`src/rtl/core/mtt_pkg.sv`:
```
`timescale 1ns / 1ps
// ----------------------------------------------------------------------------
// Millisecond timer table package
// Types, codes and sizes of the timer table and its slot memory.
// ----------------------------------------------------------------------------
package mtt_pkg;

  // Number of timer slots and the most expiries one tick may report.
  localparam int TIMER_SLOTS = 16;
  localparam int MAX_RESULTS = 16;

  localparam int IDX_W  = (TIMER_SLOTS > 1) ? $clog2(TIMER_SLOTS) : 1;
  localparam int CNT_W  = $clog2(TIMER_SLOTS + 1);
  localparam int FIRE_W = $clog2(MAX_RESULTS + 1);

  localparam int TIME_W  = 48;
  localparam int IDENT_W = 32;
  localparam int DELAY_W = 24;
  localparam int WAIT_W  = 10;

  localparam logic [WAIT_W-1:0] EMPTY_WAIT_MS = WAIT_W'(100);
  localparam logic [WAIT_W-1:0] MAX_WAIT_MS   = WAIT_W'(1000);

  typedef enum logic [1:0] {
    OP_ADD    = 2'd0,
    OP_CANCEL = 2'd1,
    OP_TICK   = 2'd2,
    OP_NONE   = 2'd3
  } opcode_t;

  localparam logic [1:0] STATUS_OK       = 2'd0;
  localparam logic [1:0] STATUS_FULL     = 2'd1;
  localparam logic [1:0] STATUS_NO_MATCH = 2'd2;

  typedef struct packed {
    logic [1:0]         opcode;
    logic [DELAY_W-1:0] interval;
    logic               repeat_req;
    logic [IDENT_W-1:0] cancel_id;
  } item_t;

  typedef struct packed {
    logic [IDENT_W-1:0] timer_ref;
    logic               expired;
    logic [1:0]         status;
    logic [WAIT_W-1:0]  next_wait_ms;
    logic               last;
  } result_t;

  // One entry of the slot memory. A period of zero marks a one-shot timer.
  typedef struct packed {
    logic [IDENT_W-1:0] ident;
    logic [TIME_W-1:0]  expiry;
    logic [DELAY_W-1:0] period;
  } slot_t;

  typedef enum logic [2:0] {
    S_IDLE,
    S_SCAN,
    S_CALC,
    S_CLAMP,
    S_EMIT
  } state_t;

endpackage

```
`src/rtl/core/millisecond_timer_table.sv`:
```
`timescale 1ns / 1ps
// ----------------------------------------------------------------------------
// Millisecond timer table
// A table of one-shot and periodic timers advanced by millisecond ticks.
// ----------------------------------------------------------------------------
// An item is taken when start is high and busy is low; busy then stays high
// until the item's last result has been issued. Every item sweeps the slot
// memory once through a three-stage pipeline (read, update, nearest-expiry
// compare). A tick that fires timers makes a second sweep that reads back
// the fired ids. The sweeps are set by the single read port of the slot
// memory. Results are shown for exactly one cycle with result_valid high;
// the receiver cannot hold them off and must take each one as it comes.
// last marks the final result of an item, and every result of a tick
// carries the same wait value, taken after all of that tick's expiries.
module millisecond_timer_table
  import mtt_pkg::*;
(
  input  logic    clk,
  input  logic    rst,
  input  logic    start,
  output logic    busy,
  input  item_t   item,
  output result_t result,
  output logic    result_valid
);

  // Control state.
  state_t                 state, state_next;
  logic [CNT_W-1:0]       idx, idx_next;
  logic                   rd_vld, rd_vld_next;
  logic                   ev_vld, ev_vld_next;
  logic [TIMER_SLOTS-1:0] slot_valid, slot_valid_next;
  logic [TIME_W-1:0]      clock_ms, clock_ms_next;
  logic [IDENT_W-1:0]     next_ident, next_ident_next;
  logic                   result_valid_next;

  // Per-item working registers.
  item_t                  cur, cur_next;
  logic [IDX_W-1:0]       rd_idx, rd_idx_next;
  logic                   post_valid, post_valid_next;
  logic [TIME_W-1:0]      post_exp, post_exp_next;
  logic [TIME_W-1:0]      nearest, nearest_next;
  logic                   any_valid, any_valid_next;
  logic [TIMER_SLOTS-1:0] fired_mask, fired_mask_next;
  logic [FIRE_W-1:0]      fire_cnt, fire_cnt_next;
  logic                   found, found_next;
  logic [IDENT_W-1:0]     result_id, result_id_next;
  logic [TIME_W-1:0]      diff, diff_next;
  logic                   due_now, due_now_next;
  logic [WAIT_W-1:0]      wait_ms, wait_ms_next;
  result_t                result_next;

  // Slot memory ports.
  logic                   ram_we;
  slot_t                  ram_wdata;
  slot_t                  ram_rdata;
  logic [IDX_W-1:0]       ram_raddr;

  // The shared expiry adder: clock plus the add delay or the slot's period.
  logic [DELAY_W-1:0]     add_term;
  logic [TIME_W-1:0]      sum_exp;

  logic                   issue;
  logic                   slot_is_valid;
  logic [TIMER_SLOTS-1:0] rd_bit;
  logic [TIME_W:0]        sub_full;
  logic [WAIT_W-1:0]      wait_value;

  mtt_ram #(
    .WIDTH ($bits(slot_t)),
    .DEPTH (TIMER_SLOTS)
  ) u_slots (
    .clk   (clk),
    .we    (ram_we),
    .waddr (rd_idx),
    .wdata (ram_wdata),
    .raddr (ram_raddr),
    .rdata (ram_rdata)
  );

  assign busy      = (state != S_IDLE);
  assign ram_raddr = idx[IDX_W-1:0];
  assign issue     = ((state == S_SCAN) || (state == S_EMIT)) &&
                     (idx < CNT_W'(TIMER_SLOTS));
  assign add_term  = (cur.opcode == OP_ADD) ? cur.interval : ram_rdata.period;
  assign sum_exp   = clock_ms + TIME_W'(add_term);
  assign slot_is_valid = slot_valid[rd_idx];
  assign rd_bit    = TIMER_SLOTS'(1) << rd_idx;
  assign sub_full  = {1'b0, nearest} - {1'b0, clock_ms};

  // Wait until the nearest expiry, clamped to the reporting range.
  always_comb begin
    if (!any_valid) begin
      wait_value = EMPTY_WAIT_MS;
    end else if (due_now) begin
      wait_value = '0;
    end else if (diff > TIME_W'(MAX_WAIT_MS)) begin
      wait_value = MAX_WAIT_MS;
    end else begin
      wait_value = diff[WAIT_W-1:0];
    end
  end

  always_comb begin
    state_next        = state;
    idx_next          = idx;
    rd_vld_next       = issue;
    ev_vld_next       = 1'b0;
    slot_valid_next   = slot_valid;
    clock_ms_next     = clock_ms;
    next_ident_next   = next_ident;
    result_valid_next = 1'b0;
    cur_next          = cur;
    rd_idx_next       = issue ? idx[IDX_W-1:0] : rd_idx;
    post_valid_next   = post_valid;
    post_exp_next     = post_exp;
    nearest_next      = nearest;
    any_valid_next    = any_valid;
    fired_mask_next   = fired_mask;
    fire_cnt_next     = fire_cnt;
    found_next        = found;
    result_id_next    = result_id;
    diff_next         = diff;
    due_now_next      = due_now;
    wait_ms_next      = wait_ms;
    result_next       = result;
    ram_we            = 1'b0;
    ram_wdata         = ram_rdata;

    if (issue) begin
      idx_next = idx + CNT_W'(1);
    end

    unique case (state)
      S_IDLE: begin
        if (start) begin
          cur_next        = item;
          idx_next        = '0;
          any_valid_next  = 1'b0;
          nearest_next    = '0;
          fired_mask_next = '0;
          fire_cnt_next   = '0;
          found_next      = 1'b0;
          if (item.opcode == OP_TICK) begin
            clock_ms_next = clock_ms + TIME_W'(1);
          end
          state_next = S_SCAN;
        end
      end

      S_SCAN: begin
        // Update stage: act on the slot read in the previous cycle.
        if (rd_vld) begin
          ev_vld_next     = 1'b1;
          post_valid_next = slot_is_valid;
          post_exp_next   = ram_rdata.expiry;
          unique case (cur.opcode)
            OP_ADD: begin
              if (!slot_is_valid && !found) begin
                ram_we           = 1'b1;
                ram_wdata.ident  = next_ident;
                ram_wdata.expiry = sum_exp;
                ram_wdata.period = (cur.repeat_req && (cur.interval != '0)) ?
                                   cur.interval : '0;
                slot_valid_next  = slot_valid | rd_bit;
                found_next       = 1'b1;
                result_id_next   = next_ident;
                next_ident_next  = next_ident + IDENT_W'(1);
                post_valid_next  = 1'b1;
                post_exp_next    = sum_exp;
              end
            end
            OP_CANCEL: begin
              if (slot_is_valid && (ram_rdata.ident == cur.cancel_id)) begin
                slot_valid_next = slot_valid & ~rd_bit;
                found_next      = 1'b1;
                post_valid_next = 1'b0;
              end
            end
            OP_TICK: begin
              if (slot_is_valid && (ram_rdata.expiry <= clock_ms) &&
                  (fire_cnt < FIRE_W'(MAX_RESULTS))) begin
                fired_mask_next = fired_mask | rd_bit;
                fire_cnt_next   = fire_cnt + FIRE_W'(1);
                if (ram_rdata.period != '0) begin
                  ram_we           = 1'b1;
                  ram_wdata.expiry = sum_exp;
                  post_exp_next    = sum_exp;
                end else begin
                  slot_valid_next = slot_valid & ~rd_bit;
                  post_valid_next = 1'b0;
                end
              end
            end
            default: begin
            end
          endcase
        end
        // Compare stage: keep the nearest expiry of the updated table.
        if (ev_vld && post_valid && (!any_valid || (post_exp < nearest))) begin
          nearest_next   = post_exp;
          any_valid_next = 1'b1;
        end
        if ((idx == CNT_W'(TIMER_SLOTS)) && !rd_vld && !ev_vld) begin
          state_next = S_CALC;
        end
      end

      S_CALC: begin
        diff_next    = sub_full[TIME_W-1:0];
        due_now_next = sub_full[TIME_W] || (sub_full[TIME_W-1:0] == '0);
        state_next   = S_CLAMP;
      end

      S_CLAMP: begin
        wait_ms_next = wait_value;
        if ((cur.opcode == OP_TICK) && (fire_cnt != '0)) begin
          idx_next   = '0;
          state_next = S_EMIT;
        end else begin
          result_next.timer_ref    = '0;
          result_next.expired      = 1'b0;
          result_next.status       = STATUS_OK;
          result_next.next_wait_ms = wait_value;
          result_next.last         = 1'b1;
          if (cur.opcode == OP_ADD) begin
            if (found) begin
              result_next.timer_ref = result_id;
            end else begin
              result_next.status = STATUS_FULL;
            end
          end else if ((cur.opcode == OP_CANCEL) && !found) begin
            result_next.status = STATUS_NO_MATCH;
          end
          result_valid_next = 1'b1;
          state_next        = S_IDLE;
        end
      end

      S_EMIT: begin
        // Walk the slots again and report each one that fired, in order.
        if (rd_vld && fired_mask[rd_idx]) begin
          fired_mask_next          = fired_mask & ~rd_bit;
          result_next.timer_ref    = ram_rdata.ident;
          result_next.expired      = 1'b1;
          result_next.status       = STATUS_OK;
          result_next.next_wait_ms = wait_ms;
          result_next.last         = ((fired_mask & ~rd_bit) == '0);
          result_valid_next        = 1'b1;
          if ((fired_mask & ~rd_bit) == '0) begin
            state_next = S_IDLE;
          end
        end
      end

      default: begin
        state_next = S_IDLE;
      end
    endcase
  end

  always_ff @(posedge clk) begin
    if (rst) begin
      state        <= S_IDLE;
      idx          <= '0;
      rd_vld       <= 1'b0;
      ev_vld       <= 1'b0;
      slot_valid   <= '0;
      clock_ms     <= '0;
      next_ident   <= '0;
      result_valid <= 1'b0;
    end else begin
      state        <= state_next;
      idx          <= idx_next;
      rd_vld       <= rd_vld_next;
      ev_vld       <= ev_vld_next;
      slot_valid   <= slot_valid_next;
      clock_ms     <= clock_ms_next;
      next_ident   <= next_ident_next;
      result_valid <= result_valid_next;
    end
  end

  always_ff @(posedge clk) begin
    cur        <= cur_next;
    rd_idx     <= rd_idx_next;
    post_valid <= post_valid_next;
    post_exp   <= post_exp_next;
    nearest    <= nearest_next;
    any_valid  <= any_valid_next;
    fired_mask <= fired_mask_next;
    fire_cnt   <= fire_cnt_next;
    found      <= found_next;
    result_id  <= result_id_next;
    diff       <= diff_next;
    due_now    <= due_now_next;
    wait_ms    <= wait_ms_next;
    result     <= result_next;
  end

endmodule

```
`src/rtl/core/mtt_ram.sv`:
```
`timescale 1ns / 1ps
// ----------------------------------------------------------------------------
// Generic RAM
// One write port and one read port, with registered read data.
// ----------------------------------------------------------------------------
module mtt_ram #(
  parameter int WIDTH = 8,
  parameter int DEPTH = 16
) (
  input  logic                                           clk,
  input  logic                                           we,
  input  logic [((DEPTH > 1) ? $clog2(DEPTH) : 1)-1:0]   waddr,
  input  logic [WIDTH-1:0]                               wdata,
  input  logic [((DEPTH > 1) ? $clog2(DEPTH) : 1)-1:0]   raddr,
  output logic [WIDTH-1:0]                               rdata
);

  logic [WIDTH-1:0] mem [DEPTH];

  always_ff @(posedge clk) begin
    if (we) begin
      mem[waddr] <= wdata;
    end
    rdata <= mem[raddr];
  end

endmodule

```
`config.mk`:
```
export PLATFORM = sky130hd
export DESIGN_NAME = millisecond_timer_table
export DESIGN_NICKNAME = d
export VERILOG_FILES = /design/src/rtl/core/mtt_pkg.sv /design/src/rtl/core/millisecond_timer_table.sv /design/src/rtl/core/mtt_ram.sv
export SDC_FILE = /design/constraint.sdc
export NUM_CORES = 2
export LEC_CHECK = 0
export BUFFER_PORTS_ARGS = -buffer_cell sky130_fd_sc_hd__buf_2
export CELL_PAD_IN_SITES_DETAIL_PLACEMENT = 0
export CELL_PAD_IN_SITES_GLOBAL_PLACEMENT = 1
export CORE_ASPECT_RATIO = 1.2
export CORE_MARGIN = 8
export CORE_UTILIZATION = 30
export CTS_CLUSTER_DIAMETER = 30
export DETAILED_ROUTE_END_ITERATION = 6
export GPL_ROUTABILITY_DRIVEN = 0
export PLACE_DENSITY = 0.54
export SETUP_SLACK_MARGIN = 0.15
export SYNTH_ARGS = -nofsm -noshare
export SYNTH_HDL_FRONTEND = slang
export SYNTH_SLANG_ARGS = --single-unit
```
`constraint.sdc`:
```
create_clock -name clk -period 15.6 [get_ports clk]
set_input_delay 0.78 -clock clk [delete_from_list [all_inputs] [get_ports clk]]
set_output_delay 0.78 -clock clk [all_outputs]
set_load 0.02 [all_outputs]
```
==> out/qor.csv <==
stage;metric;value;unit
clock_tree;insertion_delay;0.90;ns
sta;timing.final.crit_share;0.478;
place;dp_hpwl;155000;µm
hold_path;hp-class;in2reg;
grt;grt.busiest_layer;met2;
sta;hold_violations;0;
critical_path;cp_top_family;simple AND/OR/NAND/NOR gates;
critical_path;critPathKind;reg2reg;
layout;final_util;0.369;
grt;gr-usage-all-layers;0.155;
layout;drive_gt1_frac;0.252;
sta;fmax;134;MHz
grt;grt_max_degree;128;
clock_tree;cts_buffer_depth;4;
detailed_routing;avgRoutedWirePerCell;25.5;µm
floorplan;dieArea;319000;µm²
critical_path;slowest_stage;nor4_1;
grt;use_met3;0.0226;
critical_path;crit_chain;inv_1 -> ha_1 -> nand4_1 -> nor4_1 -> nand3_1 -> and3_1 -> a21oi_1 -> and2_1 -> nand3_1 -> o22ai_2 -> buf_4 -> nand2_2 -> buf_4 -> buf_4 -> nor2_4 -> buf_4 -> buf_4;
floorplan;rows;220;
clock_tree;clk_pin_slew;0.05;ns
sta;maxSlewViolCount;0;
critical_path;cp.arrival;7.92;ns
grt;gr-total-overflow;0;
synth;ys_seq_elements;2195;
clock_tree;cts_made_buffers;409;
sta;rsz0062_at_grt;false;
critical_path;max_stage_delay;0.84;ns
clock_tree;cts_tree;built;
critical_path;crit_buf_inv;6;
critical_path;worstPathRequired;16.06;ns
place;placed_cells;9141;
floorplan;core_area;299000;µm²
layout;fin_nets;5832;
clock_tree;htree_levels;5;
synth;syn_nets;5394;
synth;yosysWarnings;0;
synth;synth_area_leader_cell;edfxtp_1;
detailed_routing;dr.pass1.iters;5;
outcome;status;completed;
critical_path;critPathMostFrequentCell;buf_4;
layout;seqCellArea;63800;µm²
synth;syn_area_per_cell;17.5;µm²
synth;ys_types;84;
sta;fin_skew;0.0874;ns
detailed_routing;viasPerCell;4.91;
pwr;ir_worst_vdd;0.101;mV
synth;synth_edf_count;1984;
synth;async_flop_share;0;
synth;synth.area.top_cells;edfxtp_1 66%, mux4_2 13%, dfxtp_1 4.7%;
grt;use_met1;0.201;
clock_tree;cts_hold_buffers;31;
sta;finalSetupViolations;0;
sta;finalCriticalPeriod;7.46;ns
detailed_routing;dr_total_vias;48742;
detailed_routing;wirelength;253000;µm
floorplan;die_w;517;µm
layout;multi_input_comb_area;25200;µm²
synth;netlist_area;90300;µm²
synth;ys_seq_area_frac;0.707;
sta;relSlewSlack;0.174;
grt;antenna_found_initial;13;
pwr;power_density;181;nW/µm²
synth;synth_top_area_share;0.660;
sta;tns;0;ns
critical_path;r2r_slack;8.14;ns
detailed_routing;ant_nets;0;
sta;holdWs;0.0776;ns
pwr;leakagePower;36.3;nW
sta;tightest_slew;1.24;ns
detailed_routing;drc;0;
critical_path;critPathLaunchType;register;
critical_path;crit_fanout;43;
grt;met2_usage;0.270;
floorplan;die_h;617;µm
synth;synthCells;5149;
synth;synth_ff_type;edfxtp_1;
clock_tree;cts_setup_buffers;0;
critical_path;end_kind;register;
place;port_buffers;109;
grt;first_global_vias;51840;
clock_tree;cts.sinks;2195;
floorplan;ios;110;
floorplan;start_util;0.301;
detailed_routing;drtIter0Drc;3347;
clock_tree;cts_root_buf;clkbuf_16;
layout;syn_to_final_growth;22.5;%
layout;fillers;27970;
run;cap_violations;0;
layout;instances_no_fill;9937;
clock_tree;cts_resized;0;
grt;grt_pass1_wl;368000;µm
-- sequential cells by signal, summed over array words and instances, names as in the netlist, 3 cells and up, named ones only --
name           cells
u_slots.mem     1664
u_slots.rdata    104
cur               59
clock_ms          48
diff              48
nearest           48
post_exp          48
result            46
next_ident        32
result_id         32
fired_mask        16
wait_ms           10
fire_cnt           5
idx                5
rd_idx             4
state              3
-- cell usage in the layout (no fill, tap or decap), types with 45 or more instances in the layout --
master | Yosys | routed
nor3_1 | 47 | 47
xor2_1 | 76 | 76
clkbuf_1 | 161 | 74
a22o_1 | 46 | 45
clkinv_2 | 0 | 59
ha_1 | 181 | 180
nand3_1 | 121 | 121
inv_1 | 154 | 150
clkbuf_16 | 0 | 412
nand2_1 | 374 | 371
bufinv_16 | 0 | 64
mux4_2 | 530 | 530
xnor2_1 | 100 | 100
and2_1 | 70 | 70
buf_2 | 7 | 108
buf_4 | 1 | 104
nand4_1 | 62 | 62
a21o_1 | 73 | 73
dfxtp_1 | 211 | 207
edfxtp_1 | 1984 | 1984
a21oi_1 | 150 | 149
nor2_1 | 235 | 218
o21ai_0 | 123 | 120
-- cell families after synthesis --
group	after synthesis	share of synthesized area
flip-flops	2195	0.707
AO/OA/AOI/OAI	568	0.0411
XOR/XNOR	176	0.0171
multiplexers	564	0.136
AND/OR/NAND/NOR	1084	0.0573
adder cells (fa/ha/maj)	183	0.0255
buffers and inverters	379	0.0160
-- per-layer routing --
layer / vias to the layer above / share of wire / routed length [µm]
met3: 368 / 0.039 / 9790
met2: 1147 / 0.51 / 129000
met5: - / 0 / 0
met1: 25707 / 0.43 / 108000
met4: 0 / 0.025 / 6280
li1: 21520 / - / -
-- cell usage after synthesis, types with 6 or more instances --
library cell	n
a211oi_1	35
a21boi_0	8
a21o_1	73
a21oi_1	150
a22o_1	46
a31oi_1	8
and2_1	70
and3_1	21
buf_1	52
buf_2	7
clkbuf_1	161
dfxtp_1	211
edfxtp_1	1984
ha_1	181
inv_1	154
mux2_2	31
mux4_2	530
nand2_1	374
nand2b_1	15
nand3_1	121
nand4_1	62
nor2_1	235
nor2b_1	20
nor3_1	47
nor3b_1	9
nor4_1	43
o2111ai_1	6
o211ai_1	15
o21a_1	27
o21ai_0	123
o21bai_1	11
o22ai_1	8
o31ai_1	7
or2_2	12
or3_1	26
or4_1	6
xnor2_1	100
xor2_1	76
-- metrics by stage --
step	total power (W)	setup slack, ns	instance area [µm²]
6_report	0.0200	8.14	111000
5_1_grt	0.0208	7.83	111000
4_1_cts	0.0203	7.84	111000
3_5_place_dp	0.0112	7.84	96100
3_3_place_gp	0.0112	7.89	96100
2_1_floorplan	0.00987	7.80	90300
-- worst register-to-register path: cells and delay by family (launching register included) --
kind	cells	cell delay, ns
adder cells (fa/ha/maj)	1	0.31
buffers and inverters	6	2.65
AND/OR/NAND/NOR	8	3.16
AO/OA/AOI/OAI	2	0.40
flip-flops	1	0.42
-- final cells by class --
type	instances	area share
tap	3996	0.0452
sequential	2195	0.577
multi-input combinational	2575	0.228
antenna	3	0.0000679
clock inverter	260	0.0301
inverter	155	0.00530
timing repair buffer	251	0.0162
clock buffer	502	0.0978
-- worst paths after layout --
kind,from,to,depth (start not counted)
max,clock_ms[45],u_slots.mem[14][3],17
min,item[31],cur[31],1
max reg2reg,clock_ms[45],u_slots.mem[14][3],17
min reg2reg,next_ident[31],result_id[31],0
-- power breakdown --
group	internal, W	switching, W
Clock	0.00598	0.00298
Combinational	0.00141	0.00218
Sequential	0.00717	0.000297
Total	0.0146	0.00546
Power figures use the tool's default switching activity.
